### src/rtl/core/telemetry_frame_scheduler_top_macros.svh
// Assertion macros shared by the telemetry frame scheduler RTL.
// Expects signals named clock and reset in the including module.
`ifndef TELEMETRY_FRAME_SCHEDULER_TOP_MACROS_SVH
`define TELEMETRY_FRAME_SCHEDULER_TOP_MACROS_SVH

`ifndef SYNTHESIS
`define TFS_ASSERT(lbl, prop, msg) \
   lbl: assert property (@(posedge clock) disable iff (reset) (prop)) else $error(msg);
`define TFS_ASSERT_ALWAYS(lbl, prop, msg) \
   lbl: assert property (@(posedge clock) (prop)) else $error(msg);
`else
`define TFS_ASSERT(lbl, prop, msg)
`define TFS_ASSERT_ALWAYS(lbl, prop, msg)
`endif

`endif

### src/rtl/core/tfs_pkg.sv
// Types and constants for the telemetry frame scheduler.
// No dependencies; imported by every module of the block.
package tfs_pkg;

   localparam logic [1:0] KIND_MS_TICK  = 2'd0;
   localparam logic [1:0] KIND_SEC_TICK = 2'd1;
   localparam logic [1:0] KIND_SEND_NOW = 2'd2;
   localparam logic [1:0] KIND_TX_DONE  = 2'd3;

   localparam logic [2:0] PS_LOW       = 3'd4;
   localparam logic [2:0] PS_CRITICAL  = 3'd5;
   localparam logic [2:0] PS_HIBERNATE = 3'd6;
   localparam logic [2:0] PS_ERROR     = 3'd7;

   localparam logic [1:0] REG_INTERVAL_NORMAL    = 2'd0;
   localparam logic [1:0] REG_INTERVAL_LOW_POWER = 2'd1;
   localparam logic [1:0] REG_INTERVAL_CRITICAL  = 2'd2;

   localparam logic [15:0] INTERVAL_NORMAL_RESET    = 16'd5000;
   localparam logic [15:0] INTERVAL_LOW_POWER_RESET = 16'd10000;
   localparam logic [15:0] INTERVAL_CRITICAL_RESET  = 16'd30000;

   localparam logic [7:0] SYNC_BYTE_0 = 8'hAA;
   localparam logic [7:0] SYNC_BYTE_1 = 8'h55;
   localparam logic [7:0] STOP_BYTE   = 8'hFF;

   localparam logic [3:0] FRAME_LAST = 4'd15;

   localparam int QUEUE_DEPTH = 2;
   localparam int QUEUE_AW    = $clog2(QUEUE_DEPTH);
   localparam int QUEUE_CW    = $clog2(QUEUE_DEPTH + 1);

   typedef struct packed {
      logic [7:0]  pkt_id;
      logic [2:0]  power_state;
      logic [6:0]  charge_percent;
      logic [1:0]  boot_cause;
      logic [15:0] battery_centivolts;
      logic [15:0] solar_centivolts;
      logic [2:0]  status_bits;
      logic [2:0]  load_bits;
      logic [15:0] uptime;
      logic [7:0]  checksum;
   } frame_desc_type;

   typedef struct packed {
      logic full;
      logic empty;
   } queue_stat_type;

   typedef enum logic [1:0] {
      BK_IDLE = 2'b01,
      BK_SEND = 2'b10
   } back_state_type;

endpackage

### src/rtl/core/telemetry_frame_scheduler_top.sv
// Telemetry frame scheduler, top level. Uses tfs_pkg, tfs_front, tfs_queue, tfs_back.
// Requests are taken one per cycle while the descriptor queue has room; a frame's
// first byte is valid once its descriptor has passed the queue and the back-end
// register, then one byte per cycle while rsp_tready is high. The byte serializer
// pops the next queued frame as the last byte of a frame is accepted. Synchronous
// active-high reset clears counters, busy flag and queue and loads interval defaults.
module telemetry_frame_scheduler_top (
   input  logic        clock,
   input  logic        reset,
   input  logic        req_tvalid,
   output logic        req_tready,
   // power_state[2:0], charge_percent[9:3], boot_cause[11:10],
   // battery_centivolts[27:12], solar_centivolts[43:28], status_bits[46:44],
   // load_bits[49:47], zero fill [55:50]
   input  logic [55:0] req_tdata,
   // kind[1:0]
   input  logic [1:0]  req_tuser,
   output logic        rsp_tvalid,
   input  logic        rsp_tready,
   // frame_byte[7:0]
   output logic [7:0]  rsp_tdata,
   output logic        rsp_tlast,
   input  logic        csr_valid,
   output logic        csr_ready,
   input  logic [1:0]  csr_index,
   input  logic [15:0] csr_data
);
   import tfs_pkg::*;

   logic           req_fire;
   logic           push;
   logic           pop;
   frame_desc_type push_desc;
   frame_desc_type head_desc;
   queue_stat_type stat;

   assign req_tready = !stat.full;
   assign req_fire   = req_tvalid && req_tready;
   assign csr_ready  = 1'b1;

   tfs_front u_front (
      .clock              (clock),
      .reset              (reset),
      .req_fire           (req_fire),
      .kind               (req_tuser),
      .power_state        (req_tdata[2:0]),
      .charge_percent     (req_tdata[9:3]),
      .boot_cause         (req_tdata[11:10]),
      .battery_centivolts (req_tdata[27:12]),
      .solar_centivolts   (req_tdata[43:28]),
      .status_bits        (req_tdata[46:44]),
      .load_bits          (req_tdata[49:47]),
      .csr_fire           (csr_valid && csr_ready),
      .csr_index          (csr_index),
      .csr_data           (csr_data),
      .push               (push),
      .push_desc          (push_desc)
   );

   tfs_queue u_queue (
      .clock     (clock),
      .reset     (reset),
      .push      (push),
      .push_desc (push_desc),
      .pop       (pop),
      .head_desc (head_desc),
      .stat      (stat)
   );

   tfs_back u_back (
      .clock      (clock),
      .reset      (reset),
      .head_desc  (head_desc),
      .stat       (stat),
      .pop        (pop),
      .rsp_tvalid (rsp_tvalid),
      .rsp_tready (rsp_tready),
      .rsp_tdata  (rsp_tdata),
      .rsp_tlast  (rsp_tlast)
   );

endmodule

### src/rtl/core/tfs_queue.sv
// Two-entry queue of frame descriptors between front and back.
// Depends on tfs_pkg.
`include "telemetry_frame_scheduler_top_macros.svh"

module tfs_queue (
   input  logic                    clock,
   input  logic                    reset,
   input  logic                    push,
   input  tfs_pkg::frame_desc_type push_desc,
   input  logic                    pop,
   output tfs_pkg::frame_desc_type head_desc,
   output tfs_pkg::queue_stat_type stat
);
   import tfs_pkg::*;

   frame_desc_type          mem_ff [QUEUE_DEPTH];
   logic [QUEUE_AW-1:0]     wr_ptr_ff, wr_ptr_in;
   logic [QUEUE_AW-1:0]     rd_ptr_ff, rd_ptr_in;
   logic [QUEUE_CW-1:0]     count_ff, count_in;

   localparam logic [QUEUE_CW-1:0] CountFull = QUEUE_CW'(QUEUE_DEPTH);
   localparam logic [QUEUE_AW-1:0] PtrLast   = QUEUE_AW'(QUEUE_DEPTH - 1);

   always_comb begin
      wr_ptr_in = wr_ptr_ff;
      rd_ptr_in = rd_ptr_ff;
      count_in  = count_ff;
      if (push) begin
         wr_ptr_in = (wr_ptr_ff == PtrLast) ? '0 : wr_ptr_ff + 1'b1;
      end
      if (pop) begin
         rd_ptr_in = (rd_ptr_ff == PtrLast) ? '0 : rd_ptr_ff + 1'b1;
      end
      if (push && !pop) begin
         count_in = count_ff + 1'b1;
      end else if (pop && !push) begin
         count_in = count_ff - 1'b1;
      end
   end

   always_ff @(posedge clock) begin
      if (reset) begin
         wr_ptr_ff <= '0;
         rd_ptr_ff <= '0;
         count_ff  <= '0;
      end else begin
         wr_ptr_ff <= wr_ptr_in;
         rd_ptr_ff <= rd_ptr_in;
         count_ff  <= count_in;
      end
   end

   always_ff @(posedge clock) begin
      if (push) begin
         mem_ff[wr_ptr_ff] <= push_desc;
      end
   end

   assign head_desc  = mem_ff[rd_ptr_ff];
   assign stat.full  = (count_ff == CountFull);
   assign stat.empty = (count_ff == '0);

   `TFS_ASSERT(a_count_bound, count_ff <= CountFull, "queue count above depth")
   `TFS_ASSERT(a_no_pop_empty, pop |-> count_ff != '0, "pop from empty queue")
   `TFS_ASSERT(a_no_push_full, push |-> (count_ff != CountFull) || pop, "push into full queue")

endmodule

### src/rtl/core/tfs_front.sv
// Front end: takes request transactions, keeps timing state and config,
// decides when a frame goes out and builds its descriptor. Depends on tfs_pkg.
`include "telemetry_frame_scheduler_top_macros.svh"

module tfs_front (
   input  logic                    clock,
   input  logic                    reset,
   input  logic                    req_fire,
   input  logic [1:0]              kind,
   input  logic [2:0]              power_state,
   input  logic [6:0]              charge_percent,
   input  logic [1:0]              boot_cause,
   input  logic [15:0]             battery_centivolts,
   input  logic [15:0]             solar_centivolts,
   input  logic [2:0]              status_bits,
   input  logic [2:0]              load_bits,
   input  logic                    csr_fire,
   input  logic [1:0]              csr_index,
   input  logic [15:0]             csr_data,
   output logic                    push,
   output tfs_pkg::frame_desc_type push_desc
);
   import tfs_pkg::*;

   logic [15:0] iv_normal_ff, iv_low_ff, iv_crit_ff;
   // ms ticks since last send; only the difference of the ms clock and the last send time is observable
   logic [31:0] elapsed_ff, elapsed_in;
   logic [7:0]  pkt_ff, pkt_in;
   logic [15:0] uptime_ff, uptime_in;
   logic        busy_ff, busy_in;

   logic [31:0] elapsed_inc;
   logic [15:0] interval;
   logic        due;

   always_comb begin
      if (power_state == PS_LOW) begin
         interval = iv_low_ff;
      end else if (power_state inside {PS_CRITICAL, PS_ERROR}) begin
         interval = iv_crit_ff;
      end else begin
         interval = iv_normal_ff;
      end
      elapsed_inc = elapsed_ff + 32'd1;
      due = (power_state != PS_HIBERNATE) && (elapsed_inc >= {16'd0, interval});
   end

   always_comb begin
      elapsed_in = elapsed_ff;
      pkt_in     = pkt_ff;
      uptime_in  = uptime_ff;
      busy_in    = busy_ff;
      push       = 1'b0;
      if (req_fire) begin
         case (kind)
            KIND_MS_TICK: begin
               elapsed_in = due ? 32'd0 : elapsed_inc;
               if (due) begin
                  pkt_in = pkt_ff + 8'd1;
                  push   = !busy_ff;
               end
            end
            KIND_SEC_TICK: begin
               uptime_in = uptime_ff + 16'd1;
            end
            KIND_SEND_NOW: begin
               if (!busy_ff) begin
                  elapsed_in = 32'd0;
                  pkt_in     = pkt_ff + 8'd1;
                  push       = 1'b1;
               end
            end
            KIND_TX_DONE: begin
               busy_in = 1'b0;
            end
            default: begin
               busy_in = busy_ff;
            end
         endcase
         if (push) begin
            busy_in = 1'b1;
         end
      end
   end

   always_comb begin
      push_desc.pkt_id             = pkt_ff;
      push_desc.power_state        = power_state;
      push_desc.charge_percent     = charge_percent;
      push_desc.boot_cause         = boot_cause;
      push_desc.battery_centivolts = battery_centivolts;
      push_desc.solar_centivolts   = solar_centivolts;
      push_desc.status_bits        = status_bits;
      push_desc.load_bits          = load_bits;
      push_desc.uptime             = uptime_ff;
      push_desc.checksum = SYNC_BYTE_0 ^ SYNC_BYTE_1 ^ pkt_ff ^ {5'd0, power_state}
         ^ {1'b0, charge_percent} ^ {6'd0, boot_cause}
         ^ battery_centivolts[15:8] ^ battery_centivolts[7:0]
         ^ solar_centivolts[15:8] ^ solar_centivolts[7:0]
         ^ {5'd0, status_bits} ^ {5'd0, load_bits}
         ^ uptime_ff[7:0] ^ uptime_ff[15:8];
   end

   always_ff @(posedge clock) begin
      if (reset) begin
         elapsed_ff <= '0;
         pkt_ff     <= '0;
         uptime_ff  <= '0;
         busy_ff    <= 1'b0;
      end else begin
         elapsed_ff <= elapsed_in;
         pkt_ff     <= pkt_in;
         uptime_ff  <= uptime_in;
         busy_ff    <= busy_in;
      end
   end

   always_ff @(posedge clock) begin
      if (reset) begin
         iv_normal_ff <= INTERVAL_NORMAL_RESET;
         iv_low_ff    <= INTERVAL_LOW_POWER_RESET;
         iv_crit_ff   <= INTERVAL_CRITICAL_RESET;
      end else if (csr_fire) begin
         case (csr_index)
            REG_INTERVAL_NORMAL:    iv_normal_ff <= csr_data;
            REG_INTERVAL_LOW_POWER: iv_low_ff    <= csr_data;
            REG_INTERVAL_CRITICAL:  iv_crit_ff   <= csr_data;
            default:                iv_normal_ff <= iv_normal_ff;
         endcase
      end
   end

   `TFS_ASSERT(a_push_sets_busy, push |=> busy_ff, "frame pushed without busy set")
   `TFS_ASSERT(a_no_push_busy, busy_ff |-> !push, "frame pushed while transmitter busy")

endmodule

### src/rtl/core/tfs_back.sv
// Back end: pops frame descriptors and streams the 16 frame bytes.
// Depends on tfs_pkg.
module tfs_back (
   input  logic                    clock,
   input  logic                    reset,
   input  tfs_pkg::frame_desc_type head_desc,
   input  tfs_pkg::queue_stat_type stat,
   output logic                    pop,
   output logic                    rsp_tvalid,
   input  logic                    rsp_tready,
   output logic [7:0]              rsp_tdata,
   output logic                    rsp_tlast
);
   import tfs_pkg::*;

   back_state_type state_ff, state_in;
   logic [3:0]     cnt_ff, cnt_in;
   frame_desc_type desc_ff;
   logic           rsp_fire;
   logic           last;

   assign rsp_fire = rsp_tvalid && rsp_tready;
   assign last     = (cnt_ff == FRAME_LAST);

   always_comb begin
      state_in = state_ff;
      cnt_in   = cnt_ff;
      pop      = 1'b0;
      case (state_ff)
         BK_IDLE: begin
            if (!stat.empty) begin
               pop      = 1'b1;
               cnt_in   = '0;
               state_in = BK_SEND;
            end
         end
         BK_SEND: begin
            if (rsp_fire) begin
               if (last) begin
                  cnt_in = '0;
                  if (stat.empty) begin
                     state_in = BK_IDLE;
                  end else begin
                     pop = 1'b1;
                  end
               end else begin
                  cnt_in = cnt_ff + 4'd1;
               end
            end
         end
         default: begin
            state_in = BK_IDLE;
         end
      endcase
   end

   always_ff @(posedge clock) begin
      if (reset) begin
         state_ff <= BK_IDLE;
         cnt_ff   <= '0;
      end else begin
         state_ff <= state_in;
         cnt_ff   <= cnt_in;
      end
   end

   always_ff @(posedge clock) begin
      if (pop) begin
         desc_ff <= head_desc;
      end
   end

   always_comb begin
      case (cnt_ff)
         4'd0:    rsp_tdata = SYNC_BYTE_0;
         4'd1:    rsp_tdata = SYNC_BYTE_1;
         4'd2:    rsp_tdata = desc_ff.pkt_id;
         4'd3:    rsp_tdata = {5'd0, desc_ff.power_state};
         4'd4:    rsp_tdata = {1'b0, desc_ff.charge_percent};
         4'd5:    rsp_tdata = {6'd0, desc_ff.boot_cause};
         4'd6:    rsp_tdata = desc_ff.battery_centivolts[15:8];
         4'd7:    rsp_tdata = desc_ff.battery_centivolts[7:0];
         4'd8:    rsp_tdata = desc_ff.solar_centivolts[15:8];
         4'd9:    rsp_tdata = desc_ff.solar_centivolts[7:0];
         4'd10:   rsp_tdata = {5'd0, desc_ff.status_bits};
         4'd11:   rsp_tdata = {5'd0, desc_ff.load_bits};
         4'd12:   rsp_tdata = desc_ff.uptime[7:0];
         4'd13:   rsp_tdata = desc_ff.uptime[15:8];
         4'd14:   rsp_tdata = desc_ff.checksum;
         default: rsp_tdata = STOP_BYTE;
      endcase
   end

   assign rsp_tvalid = (state_ff == BK_SEND);
   assign rsp_tlast  = last;

endmodule

### config.mk
export PLATFORM = sky130hd
export DESIGN_NAME = telemetry_frame_scheduler_top
export DESIGN_NICKNAME = d
export VERILOG_FILES = /design/src/rtl/core/tfs_pkg.sv /design/src/rtl/core/telemetry_frame_scheduler_top.sv /design/src/rtl/core/tfs_queue.sv /design/src/rtl/core/tfs_front.sv /design/src/rtl/core/tfs_back.sv
export VERILOG_INCLUDE_DIRS = /design/src /design/src/rtl/core
export SDC_FILE = /design/constraint.sdc
export NUM_CORES = 1
export LEC_CHECK = 0
export ABC_AREA = 1
export BUFFER_PORTS_ARGS = -buffer_cell sky130_fd_sc_hd__buf_2
export CAP_MARGIN = 30
export CORE_ASPECT_RATIO = 0.75
export CORE_MARGIN = 4
export CORE_UTILIZATION = 50
export CTS_CLUSTER_DIAMETER = 200
export DETAILED_ROUTE_END_ITERATION = 7
export PLACE_DENSITY = 0.75
export SLEW_MARGIN = 20
export SYNTH_ARGS = -nofsm -noshare
export SYNTH_HDL_FRONTEND = slang
export SYNTH_SLANG_ARGS = --single-unit
### constraint.sdc
create_clock -name clock -period 9.45 [get_ports clock]
set_input_delay 1.4175 -clock clock [delete_from_list [all_inputs] [get_ports clock]]
set_output_delay 1.4175 -clock clock [all_outputs]
set_load 0.05 [all_outputs]
* Yosys cells after proc, flatten, opt, wreduce, memory -nomap -nowiden *
Memory sizes are Yosys's and may differ from the RTL's. A register that Yosys moved wholly into a read port is not among the register bits.
Index checks and enable logic that the tools add are counted.
Widths: inputs -> output; s select.

storage, ports and cells
  bits in registers = 115
  memory bits (writable) = 164
  input bits = 81
  output and inout port bits = 12
  logic and storage cells = 129
  memories = 1

memory list
  name            words  width  read ports  clocked after Yosys merged registers in  write ports  line             RTL
  u_queue.mem_ff  2      82     1           1                                        1            tfs_queue.sv:16  frame_desc_type mem_ff [QUEUE_DEPTH];

operators by class
  add/sub/neg operators = 8
  $lt $le $gt $ge = 1
  equality and inequality tests = 33
  muxes and demuxes = 35
  bitwise logic cells = 12
  reduce and logical (&&, ||, !) cells = 27

operators by type and width
  kind                   number
  $pmux 8 s15            1
  $mux 32                2
  $pmux 32 s2            1
  $xor 8x8->8            6
  $add 32x1->32 const B  1
  $eq 4x4->1 const B     8
  $ge 32x16->1           1
  $mux 16                2
  $xor 8x3->8            3
  $add 16x1->16 const B  1
  $eq 4x3->1 const B     4
  $mux 8                 2
  $pmux 8 s2             1
  $mux 1                 13
  $mux 2                 6
  $mux 4                 3
  $eq 2x2->1 const B     5
  $reduce_and 2->1       5
  $reduce_bool 2->1      5
  $eq 3x3->1 const B     3
  $add 8x1->8 const B    1
  $eq 4x2->1 const B     2
  $ne 2x2->1 const B     4
  $not 8->8              1
  other kinds (19)       35

* Logic depth before layout (Yosys ltp) *
Gate-level depths: netlist of the first run.

  word-level depth = 14
  mapped depth = 28
  depth with buffers taken out = 27

* Modules after synthesis *
From an unflattened synthesis of the first run, not the netlist that was laid out.

second synthesis, totals
  cells, all modules = 1630
  area total of the unflattened synthesis = 17199.0 µm²

modules (own cells, without submodules)
  module                         times used  cells each  area an instance (µm²)  sequential area each (µm²)
  tfs_front                      1           980         6740.2                  2102.0
  tfs_queue                      1           288         6546.3                  5024.8
  tfs_back                       1           357         3887.5                  2582.5
  telemetry_frame_scheduler_top  1           5           25.0                    0.0

* Worst setup path after synthesis of the first run *
Ideal clock, no wire load.

  kind = input -> register
  from = input port req_tdata[0]
  to = memory u_queue.mem_ff[0][0] in the netlist's numbering, enable pin
  setup time = 523 ps
  arrival = 6715 ps
  data required time = 8927 ps
  setup slack = 2212 ps
  stages on the path = 20
  path buffers = 1
  cells stage by stage = nand2_1 > inv_1 > clkbuf_1 > nand2_1 > nand3_1 > o21ai_0 > ha_1 > a21oi_1 > o21a_1 > nand2_1 > nand2_1 > nand2_1 > nand2_1 > nand3_1 > nor2_1 > nand2_1 > nand2_4 > nand2_2 > nand2_1 > nor2_1

on the way
  word-level cells in the longest chain between the ends = 12
  elaborated cells on any way between the ends = 15
  those cells by class = order compare (1); eq/ne (4); mux (8); reduce/logical (2)

ends and longest elaborated chain
  what                            line                                 RTL
  start: declaration              telemetry_frame_scheduler_top.sv:15  input logic [55:0] req_tdata,
  $eq 3x3->1                      tfs_front.sv:39                      end else if (power_state inside {PS_CRITICAL, PS_ERROR}) begin
  $reduce_bool 2->1               tfs_front.sv:39
  $mux 16                         tfs_front.sv:39
  $mux 16                         tfs_front.sv:37                      if (power_state == PS_LOW) begin
  $ge 32x16->1                    tfs_front.sv:45                      due = (power_state != PS_HIBERNATE) && (elapsed_inc >= {16'd0, interval});
  $logic_and 1x1->1 *             tfs_front.sv:45
  $mux 1 *                        tfs_front.sv:58                      if (due) begin
  $pmux 1 s2 *                    tfs_front.sv:55                      case (kind)
  $mux 1 * (2 in series)          tfs_front.sv:54                      if (req_fire) begin
  $mux 1 *                        tfs_queue.sv:54                      if (push) begin
  $mux 1 (not written as such) *  tfs_queue.sv:55                      mem_ff[wr_ptr_ff] <= push_desc;
  end: declaration                tfs_queue.sv:16

Every way passes the cells marked *; elsewhere a longest branch is shown, timed or not. The select of a mux whose other input is x is not followed.

* Worst setup path after layout of the first run *
  from = input port req_tdata[2]
  to = memory u_queue.mem_ff[0][68] in the netlist's numbering, enable pin

The elaborated chain is that of the path after synthesis.

==> results of run 1 <==
[routing by layer]
layer | track usage | vias to the layer above
li1 | - | 5709
met1 | 0.334 | 5666
met2 | 0.328 | 477
met3 | 0.0403 | 53
met4 | 0.0518 | 0
met5 | 0 | -
[state kept, by name, summed over array words and instances (netlist names), 8 cells and up]
name                  flops
u_back.desc_ff           82
u_front.elapsed_ff       32
u_front.iv_crit_ff       16
u_front.iv_low_ff        16
u_front.iv_normal_ff     16
u_front.pkt_ff            8
u_front.uptime_ff        16
u_queue.mem_ff          164
[power by group through the flow]
stage | clock network (mW) | logic [mW] | registers, mW
finish | 1.36 | 0.764 | 1.99
global route | 1.44 | 0.842 | 2.00
CTS | 1.38 | 0.754 | 1.99
detailed placement | 0 | 0.748 | 2.02
global placement | 0 | 0.713 | 2.02
floorplan | 0 | 0.513 | 2.01
[cell usage after synthesis, types with 2 or more instances]
library cell,number,area share
a22o_1,4,0.0022
o21ai_0,61,0.019
a32o_1,2,0.0013
xor2_1,42,0.023
edfxtp_1,246,0.46
nand2_2,6,0.0024
inv_2,4,0.00094
buf_4,4,0.0019
a21oi_1,75,0.024
xnor2_1,52,0.029
nand2_1,520,0.12
nand4_1,22,0.0086
a2111oi_0,2,0.0011
nand3b_1,5,0.0024
o21a_1,2,0.00094
o2111a_1,2,0.0014
nand3_2,2,0.0013
inv_1,100,0.024
clkbuf_1,46,0.011
a22oi_1,2,0.00094
a221oi_1,9,0.0050
ha_1,26,0.020
nand3_1,104,0.033
nor2_4,5,0.0035
buf_1,6,0.0014
dfxtp_1,115,0.14
nor2_1,147,0.035
nor3_1,20,0.0063
a211oi_1,2,0.00094
nor2_2,5,0.0020
[kinds of logic (layout without fill, tap and decap cells)]
kind of cell             after synthesis  after routing
AND/OR/NAND/NOR                      841            841
adder cells (fa/ha/maj)               26             26
other                                  1              2
AO/OA/AOI/OAI                        168            168
XOR/XNOR                              94             94
buffers and inverters                162            271
flip-flops                           361            361
[worst register-to-register path, stage by stage (launching register included)]
cell	delay [ns]
dfxtp_1	0.46
inv_1	0.15
nor2_4	0.20
nand2_2	0.14
nor2_4	0.18
xor2_1	0.34
ha_1	0.31
nand2_1	0.08
o21ai_0	0.08
nor2_1	0.14
nand3_1	0.09
nor2_1	0.09
nand3_1	0.11
nor2_1	0.10
nand2_1	0.09
nand2_4	0.32
nand2_2	0.27
nand3_2	0.15
clkinv_2	0.55
buf_4	0.58
[worst paths after layout]
path,from,endpoint,slack (ns),cells after the start
setup / recovery,req_tdata[2],u_queue.mem_ff[0][68],3.56,25
hold / removal,u_front.iv_crit_ff[8],u_front.iv_crit_ff[8],0.46,2
setup reg to reg,u_front.elapsed_ff[0],u_queue.mem_ff[1][33],4.64,19
hold reg to reg,u_front.iv_crit_ff[8],u_front.iv_crit_ff[8],0.46,2
[cell type report]
cell class | count | area [sq um]
Fill cell | 2574 | 13400
Sequential cell | 361 | 9690
Multi-Input combinational cell | 1130 | 5620
Clock buffer | 59 | 1040
Timing Repair Buffer | 102 | 601
Tap cell | 406 | 508
Inverter | 105 | 395
Clock inverter | 5 | 53.8
Antenna cell | 1 | 2.50
==> impl_metrics.py, run 1 <==
metrics = {
    "routing": {
        "ant_nets": 0,
        "drt_iter0_markers": 1271,
        "viasPerCell": 5.49,
        "num_vias": 11905,
        "top_layer": "met4",
        "wl_met1_microns": 18000,
        "wl_met2_microns": 16700,
        "drc": 0,
        "finalWirelength_microns": 38900,
        "wl_per_cell_microns": 18.0,
        "dr.pass1.iters": 5,
        "met3WireLength_microns": 3430,
    },
    "clock_network": {
        "clk_latency_ns": 0.52,
        "hold_buffers": 0,
        "cts_buffer_depth": 3,
        "post_cts_buffers": 0,
        "htreeDepth": 2,
        "clkSinkCount": 361,
        "cts_resized": 0,
        "cts_tree": "yes",
        "root_buffer": "clkbuf_16",
        "numCtsBuffers": 36,
        "cts.clk_slew.worst_paths_ns": 0.06,
    },
    "cells_and_area": {
        "syn2layout_area_growth_pct": 12.6,
        "final_cell_count_no_fill": 2169,
        "nets": 1843,
        "final_cell_mix": "nand2_1, edfxtp_1, nor2_1, dfxtp_1, nand3_1",
        "drive_gt1_frac": 0.101,
        "stdcell_area_sq_um": 17900,
        "finish.utilization": 0.572,
        "final_common_cell": "nand2_1",
    },
    "global_route": {
        "grt_max_degree": 85,
        "antenna_found_initial": 1,
        "grt_pass1_wl_microns": 60900,
        "grt_util_all_layers": 0.219,
        "grt_pass1_vias": 11077,
        "grt-ovfl-total": 0,
    },
    "setup_path": {
        "arrival_ns": 6.05,
        "cpPeakStageDelay_ns": 0.63,
        "cp-end-kind": "register",
        "cp_top_family": "simple AND/OR/NAND/NOR gates",
        "worst_ep_required_time_ns": 9.60,
        "slowest_stage": "inv_1",
        "crit_top_cell": "nand2_1",
        "path_class": "in -> reg",
        "worst-path-buf-inv": 4,
        "worstPathMaxFanout": 42,
        "cp-start-kind": "input port",
    },
    "place": {
        "place_area_sq_um": 16800,
        "placed_cells": 2100,
        "pre_cts_ws_ns": 2.94,
        "dpl.hpwl_microns": 25400,
        "io_buffers": 85,
        "place_congestion": 0.899,
    },
    "hold_path": {
        "hold_class": "reg -> reg",
    },
    "run": {
        "cap_viol_max_count": 0,
    },
    "sta": {
        "fin_skew_ns": 0.0193,
        "drv_slew": 0,
        "finalHoldViolCount": 0,
        "slew_headroom": 0.336,
        "rsz0062_at_grt": "no",
        "fin_crit_ns": 5.89,
        "finalSetupViolCount": 0,
        "max_freq_mhz": 170,
        "tns_ns": 0,
        "worst_pin_slew_ns": 0.991,
        "timing.hold.ws_ns": 0.460,
        "fin_ws_ns": 3.56,
        "finalCritPeriodShare": 0.624,
    },
    "synthesis": {
        "synth_seq_cells": 361,
        "synth.distinct_cells": 45,
        "syn_area_per_cell_sq_um": 9.63,
        "synthFlopType": "edfxtp_1",
        "synth_mux_area_frac": 0,
        "ys_seq_area_frac": 0.609,
        "synth_warnings": 0,
        "yosys.area_share.simple": 0.219,
        "synth_top_family_by_area": "simple AND/OR/NAND/NOR gates",
        "synth_edf_count": 246,
        "synth_xor_area_frac": 0.0517,
        "synthArstFlopShare": 0,
        "syn_area_sq_um": 15900,
        "synthCells": 1653,
        "synth_fp_nets": 1760,
        "synthAdderAreaFrac": 0.0204,
        "synth-compound-area-share": 0.0599,
    },
    "power_and_ir_drop": {
        "p_int_mw": 2.90,
        "ir_worst_vdd_mv": 0.126,
        "leakagePower_nw": 6.88,
        "p_seq_frac": 0.484,
        "power_frac_comb": 0.186,
        "p_per_area_nw_per_um2": 230,
        "clockPowerShare": 0.330,
        "p_sw_frac": 0.294,
        "power_switching_mw": 1.21,
        "power_mw": 4.11,
    },
    "floorplanning": {
        "io_pins": 93,
        "dieArea_sq_um": 34800,
        "die_width_microns": 214,
        "start_util": 0.508,
        "fp.dieH_microns": 162,
        "row_count": 56,
        "core_region_area_sq_um": 31300,
    },
    "run_status": {
        "outcome": "finished, final reports clean",
    },
}
Note: power is estimated with default switching activity, not from simulation.
==> inputs of run 2 (changes only) <==
PLACE_DENSITY = 0.77   (was 0.75)
clock period = 4.9 ns   (was 9.45 ns; I/O delays follow)
==> run 2 against run 1 <==
- combinational power rose by 92%
- sequential power increased by 93%
- via count up 0.50%
- wire length decreased by 0.42%
- utilization increased by 0.29 points
- die area did not move
==> impl_metrics.py, run 2 (synthesis gave the netlist of run 1 again) <==
metrics = {
    "setup_path": {
        "worst_ep_required_time_ns": 4.16,
        "cp-start-kind": "register",
        "timing.rr.end": "u_queue.count_ff[1]",
        "r2r_start": "u_front.elapsed_ff[0]",
        "path_class": "reg -> out",
        "ff2ff_setup_slack_ns": 1.02,
        "worstPathMaxFanout": 9,
        "arrival_ns": 3.20,
        "slowest_stage": "nand3_1",
        "cp_cell_sequence": "inv_1, ha_1, inv_1, o21ai_0, a2111oi_0, nand3_1, nand3_1, buf_2",
        "cp-end-kind": "output pin",
        "cpPeakStageDelay_ns": 0.48,
        "r2r_cells": 23,
        "endpoint": "rsp_tdata[1]",
        "startpoint": "u_back.cnt_ff[0]",
    },
    "run_status": {
        "outcome": "finished, final reports clean",
    },
    "floorplanning": {
        "start_util": 0.508,
        "fp.dieH_microns": 162,
        "io_pins": 93,
        "dieArea_sq_um": 34800,
        "row_count": 56,
        "core_region_area_sq_um": 31300,
        "die_width_microns": 214,
    },
    "place": {
        "place_congestion": 0.919,
        "dpl.hpwl_microns": 25400,
        "placed_cells": 2107,
        "place_area_sq_um": 16800,
        "io_buffers": 85,
    },
    "clock_network": {
        "numCtsBuffers": 37,
        "cts_buffer_depth": 3,
        "htreeDepth": 2,
        "cts_resized": 0,
        "post_cts_buffers": 0,
        "cts.clk_slew.worst_paths_ns": 0.06,
        "root_buffer": "clkbuf_16",
        "clkSinkCount": 361,
        "hold_buffers": 0,
        "clk_latency_ns": 0.54,
        "cts_tree": "yes",
    },
    "cells_and_area": {
        "fillers": 2548,
        "reg.largest.list": "u_queue.mem_ff (164), u_back.desc_ff (82), u_front.elapsed_ff (32)",
        "final_cell_mix": "nand2_1, edfxtp_1, nor2_1, dfxtp_1, nand3_1",
        "final_cell_count_no_fill": 2177,
        "finish.utilization": 0.575,
        "drive_gt1_frac": 0.107,
        "stdcell_area_sq_um": 18000,
        "nets": 1848,
        "top_register": "u_queue.mem_ff",
        "largest_register_ffs": 164,
        "syn2layout_area_growth_pct": 13.1,
        "final_common_cell": "nand2_1",
    },
    "routing": {
        "drt_iter0_markers": 1496,
        "finalWirelength_microns": 38800,
        "num_vias": 11965,
        "wl_per_cell_microns": 17.8,
        "dr.pass1.iters": 6,
        "ant_nets": 0,
        "viasPerCell": 5.50,
        "drc": 0,
    },
    "power_and_ir_drop": {
        "p_per_area_nw_per_um2": 446,
        "power_mw": 8.02,
        "ir_worst_vdd_mv": 0.295,
        "leakagePower_nw": 6.94,
    },
    "run": {
        "cap_viol_max_count": 0,
    },
    "sta": {
        "fin_crit_ns": 3.93,
        "rsz0062_at_grt": "no",
        "fin_skew_ns": 0.0161,
        "tns_ns": 0,
        "max_freq_mhz": 254,
        "finalCritPeriodShare": 0.803,
        "drv_slew": 0,
        "slew_headroom": 0.335,
        "finalHoldViolCount": 0,
        "worst_pin_slew_ns": 0.994,
        "finalSetupViolCount": 0,
    },
    "global_route": {
        "grt_pass1_wl_microns": 59500,
        "grt_max_degree": 85,
        "grt-ovfl-total": 0,
        "grt_util_all_layers": 0.215,
        "antenna_found_initial": 2,
        "grt_pass1_vias": 10920,
    },
    "hold_path": {
        "hold_class": "in -> reg",
    },
}
==> run 2: changes by cell type in the layout (fill, tap and decap cells not counted), sizes merged <==
cell | previous run | this run
inv | 104 | 105
clkbuf | 59 | 50
clkinv | 4 | 13
diode | 1 | 3
clkinvlp | 1 | 2
buf | 102 | 106
==> run 2: worst min-delay path by stage <==
stage,startpoint,to,cells after the start
after floorplan,u_front.pkt_ff[2],u_queue.mem_ff[0][76],0
after global placement,u_front.iv_crit_ff[12],u_front.iv_crit_ff[12],2
after detailed placement,u_front.iv_crit_ff[10],u_front.iv_crit_ff[10],2
after CTS,req_tdata[4],u_queue.mem_ff[1][65],1
after global routing,req_tdata[39],u_queue.mem_ff[1][41],1
final,req_tdata[9],u_queue.mem_ff[0][70],1
==> run 2: cell type report <==
cell class                      count  area, sq um  share of cell area
Clock inverter                     16          135             0.00751
Inverter                          105          395              0.0220
Antenna cell                        3         7.51            0.000417
Clock buffer                       50         1020              0.0569
Tap cell                          406          508              0.0282
Multi-Input combinational cell   1130         5610               0.312
Sequential cell                   361         9690               0.538
Timing Repair Buffer              106          628              0.0349
==> run 2: report_power, final <==
| group | leakage (nW) | total (mW) | internal, mW | switching (mW) |
|---|---|---|---|---|
| clock network | 0.564 | 2.71 | 1.53 | 1.18 |
| logic | 3.20 | 1.47 | 0.385 | 1.08 |
| registers | 3.17 | 3.85 | 3.70 | 0.146 |
| total | 6.94 | 8.02 | 5.62 | 2.41 |
==> run 2: through the flow <==
stage,setup slack (ns),hold WS (ns)
final,0.966,0.415
after floorplan,-0.173,0.424
after global placement,0.769,0.440
after global routing,0.629,0.405
after detailed placement,0.585,0.448
after CTS,0.979,0.398
==> run 2: per-layer routing <==
| layer | track usage | wire (microns) | vias to the layer above |
|---|---|---|---|
| met4 | 0.0560 | 658 | 0 |
| met3 | 0.0468 | 4020 | 63 |
| met5 | 0 | 0 | - |
| met2 | 0.322 | 16700 | 623 |
| met1 | 0.322 | 17400 | 5556 |
| li1 | - | - | 5723 |
==> run 2: worst max-delay path: cells and delay by family, from the launching register on <==
family | cells | cell delay (ns)
AND/OR/NAND/NOR | 2 | 0.79
buffers and inverters | 3 | 0.62
AO/OA/AOI/OAI | 2 | 0.48
flip-flops | 1 | 0.39
adder cells (fa/ha/maj) | 1 | 0.38
==> inputs of run 3 (changes only) <==
PLACE_DENSITY = 0.75   (was 0.77)
clock period = 3.9 ns   (was 4.9 ns; I/O delays follow)
==> run 3 against run 2 <==
- sequential power rose by 25%
- critical path type is now reg -> reg
- combinational power rose by 24%
- sequential share of layout area fell by 0.70 points
- largest cell class unchanged
- utilization rose by 0.80 points
==> impl_metrics.py, run 3 (synthesis gave the netlist of run 1 again) <==
metrics = {
    "run_status": {
        "outcome": "finished, final reports clean",
    },
    "sta": {
        "finalSetupViolCount": 0,
        "fin_skew_ns": 0.0153,
        "worst_pin_slew_ns": 0.940,
        "drv_slew": 0,
        "fin_crit_ns": 3.62,
        "fin_ws_ns": 0.285,
        "max_freq_mhz": 277,
        "slew_headroom": 0.373,
        "finalCritPeriodShare": 0.927,
        "finalHoldViolCount": 0,
    },
    "clock_network": {
        "clkSinkCount": 361,
        "hold_buffers": 0,
        "root_buffer": "clkbuf_16",
        "numCtsBuffers": 37,
        "cts_buffer_depth": 3,
        "cts_tree": "yes",
        "clk_latency_ns": 0.54,
        "htreeDepth": 2,
        "cts.clk_slew.worst_paths_ns": 0.06,
    },
    "setup_path": {
        "worstPathMaxFanout": 4,
        "cp-end-kind": "register",
        "cp_cell_sequence": "nand2_1, nor2_1, nand2_1, nor2_2, xnor2_1, inv_1, ha_1, nand2_1, inv_1, nor3_1, nand2_1, nand2_1, nand3_1, nor2_1, nand2_1, nand2_4, nand2_4, nand2_1, inv_1, ha_1, a21oi_1, o21ai_0, o21ai_0, a21oi_1",
        "cp_top_family": "simple AND/OR/NAND/NOR gates",
        "r2r_start": "u_front.elapsed_ff[6]",
        "slowest_stage": "dfxtp_1",
        "path_class": "reg -> reg",
        "crit_top_cell": "nand2_1",
        "worst-path-buf-inv": 3,
        "cpPeakStageDelay_ns": 0.39,
        "cp-start-kind": "register",
        "arrival_ns": 4.03,
        "worst_ep_required_time_ns": 4.31,
        "startpoint": "u_front.elapsed_ff[6]",
    },
    "routing": {
        "drt_iter0_markers": 1037,
        "drc": 0,
        "num_vias": 11839,
        "viasPerCell": 5.42,
        "finalWirelength_microns": 37100,
        "dr.pass1.iters": 5,
        "wl_per_cell_microns": 17.0,
        "ant_nets": 0,
    },
    "floorplanning": {
        "core_region_area_sq_um": 31300,
        "io_pins": 93,
        "row_count": 56,
        "fp.dieH_microns": 162,
        "die_width_microns": 214,
        "dieArea_sq_um": 34800,
        "start_util": 0.508,
    },
    "cells_and_area": {
        "largest_register_ffs": 164,
        "reg.largest.list": "u_queue.mem_ff (164), u_back.desc_ff (82), u_front.elapsed_ff (32)",
        "fillers": 2568,
        "drive_gt1_frac": 0.121,
        "syn2layout_area_growth_pct": 14.7,
        "final_cell_mix": "nand2_1, edfxtp_1, nor2_1, dfxtp_1, nand3_1",
        "top_register": "u_queue.mem_ff",
        "nets": 1857,
        "final_common_cell": "nand2_1",
    },
    "power_and_ir_drop": {
        "p_per_area_nw_per_um2": 557,
        "ir_worst_vdd_mv": 0.331,
        "power_mw": 10.2,
        "leakagePower_nw": 7.02,
    },
    "global_route": {
        "grt-ovfl-total": 0,
        "grt_max_degree": 85,
        "grt_pass1_vias": 11343,
        "grt_pass1_wl_microns": 59100,
        "antenna_found_initial": 3,
        "grt_util_all_layers": 0.212,
    },
    "place": {
        "place_congestion": 0.892,
        "dpl.hpwl_microns": 25000,
        "pre_cts_ws_ns": 0.105,
        "io_buffers": 85,
    },
    "run": {
        "cap_viol_max_count": 0,
    },
    "hold_path": {
        "min_from": "req_tdata[48]",
        "hold_class": "in -> reg",
    },
}
-- run 3: worst paths after layout --
path                                  end  slack (ns)  depth (start not counted)
setup / recovery      u_queue.count_ff[1]        0.28                         24
hold / removal      u_queue.mem_ff[0][25]        0.26                          1
setup reg to reg      u_queue.count_ff[1]        0.28                         24
hold reg to reg   u_front.iv_normal_ff[8]        0.46                          2
-- run 3: repair_timing --
| action | in CTS | in global routing |
|---|---|---|
| endpoints found under the setup margin | 1 | 9 |
| pin swaps | 0 | 1 |
| resized for setup | 1 | 11 |
| buffers inserted | 0 | 2 |
-- run 3: area by class of cell --
class                      instances  area [sq um]  share of cell area
clock inverter                    22           239              0.0131
clock buffer                      46           960              0.0526
inverter                         105           400              0.0219
multi-input combinational       1130          5710               0.313
tap                              406           508              0.0278
antenna                            1          2.50            0.000137
sequential                       361          9700               0.531
timing repair buffer             115           738              0.0404
-- run 3: metal layers --
layer | vias up | global-route usage | part of all wire
li1 | 5728 | - | -
met1 | 5596 | 0.282 | 0.43
met2 | 431 | 0.355 | 0.47
met3 | 80 | 0.0421 | 0.073
met4 | 4 | 0.0683 | 0.027
met5 | - | 0 | 0.00075
-- run 3: report_power, final --
group	switching, mW	total, mW	internal (mW)
clock network	1.49	3.52	2.04
logic	1.33	1.83	0.500
registers	0.156	4.80	4.65
-- run 3: worst register-to-register path, stage by stage (launching register included) --
cell and delay (ns):
dfxtp_1 0.39, nand2_1 0.13, nor2_1 0.19, nand2_1 0.11, nor2_2 0.20, xnor2_1 0.15
inv_1 0.09, ha_1 0.31, nand2_1 0.07, inv_1 0.04, nor3_1 0.16, nand2_1 0.10
nand2_1 0.07, nand3_1 0.10, nor2_1 0.12, nand2_1 0.09, nand2_4 0.09, nand2_4 0.07
nand2_1 0.15, inv_1 0.08, ha_1 0.31, a21oi_1 0.12, o21ai_0 0.13, o21ai_0 0.17
a21oi_1 0.06
-- run 3: through the flow --
stage	utilization	TNS, ns	hold WS, ns	std cells	area [sq um]
2_1_floorplan	-	-2.28	0.424	1653	16000
3_3_place_gp	0.543	0	0.438	2115	17000
3_5_place_dp	0.543	0	0.443	2115	17000
4_1_cts	0.581	0	0.236	2183	18200
5_1_grt	0.583	-0.00737	0.240	2186	18300
6_report	0.583	0	0.261	2186	18300
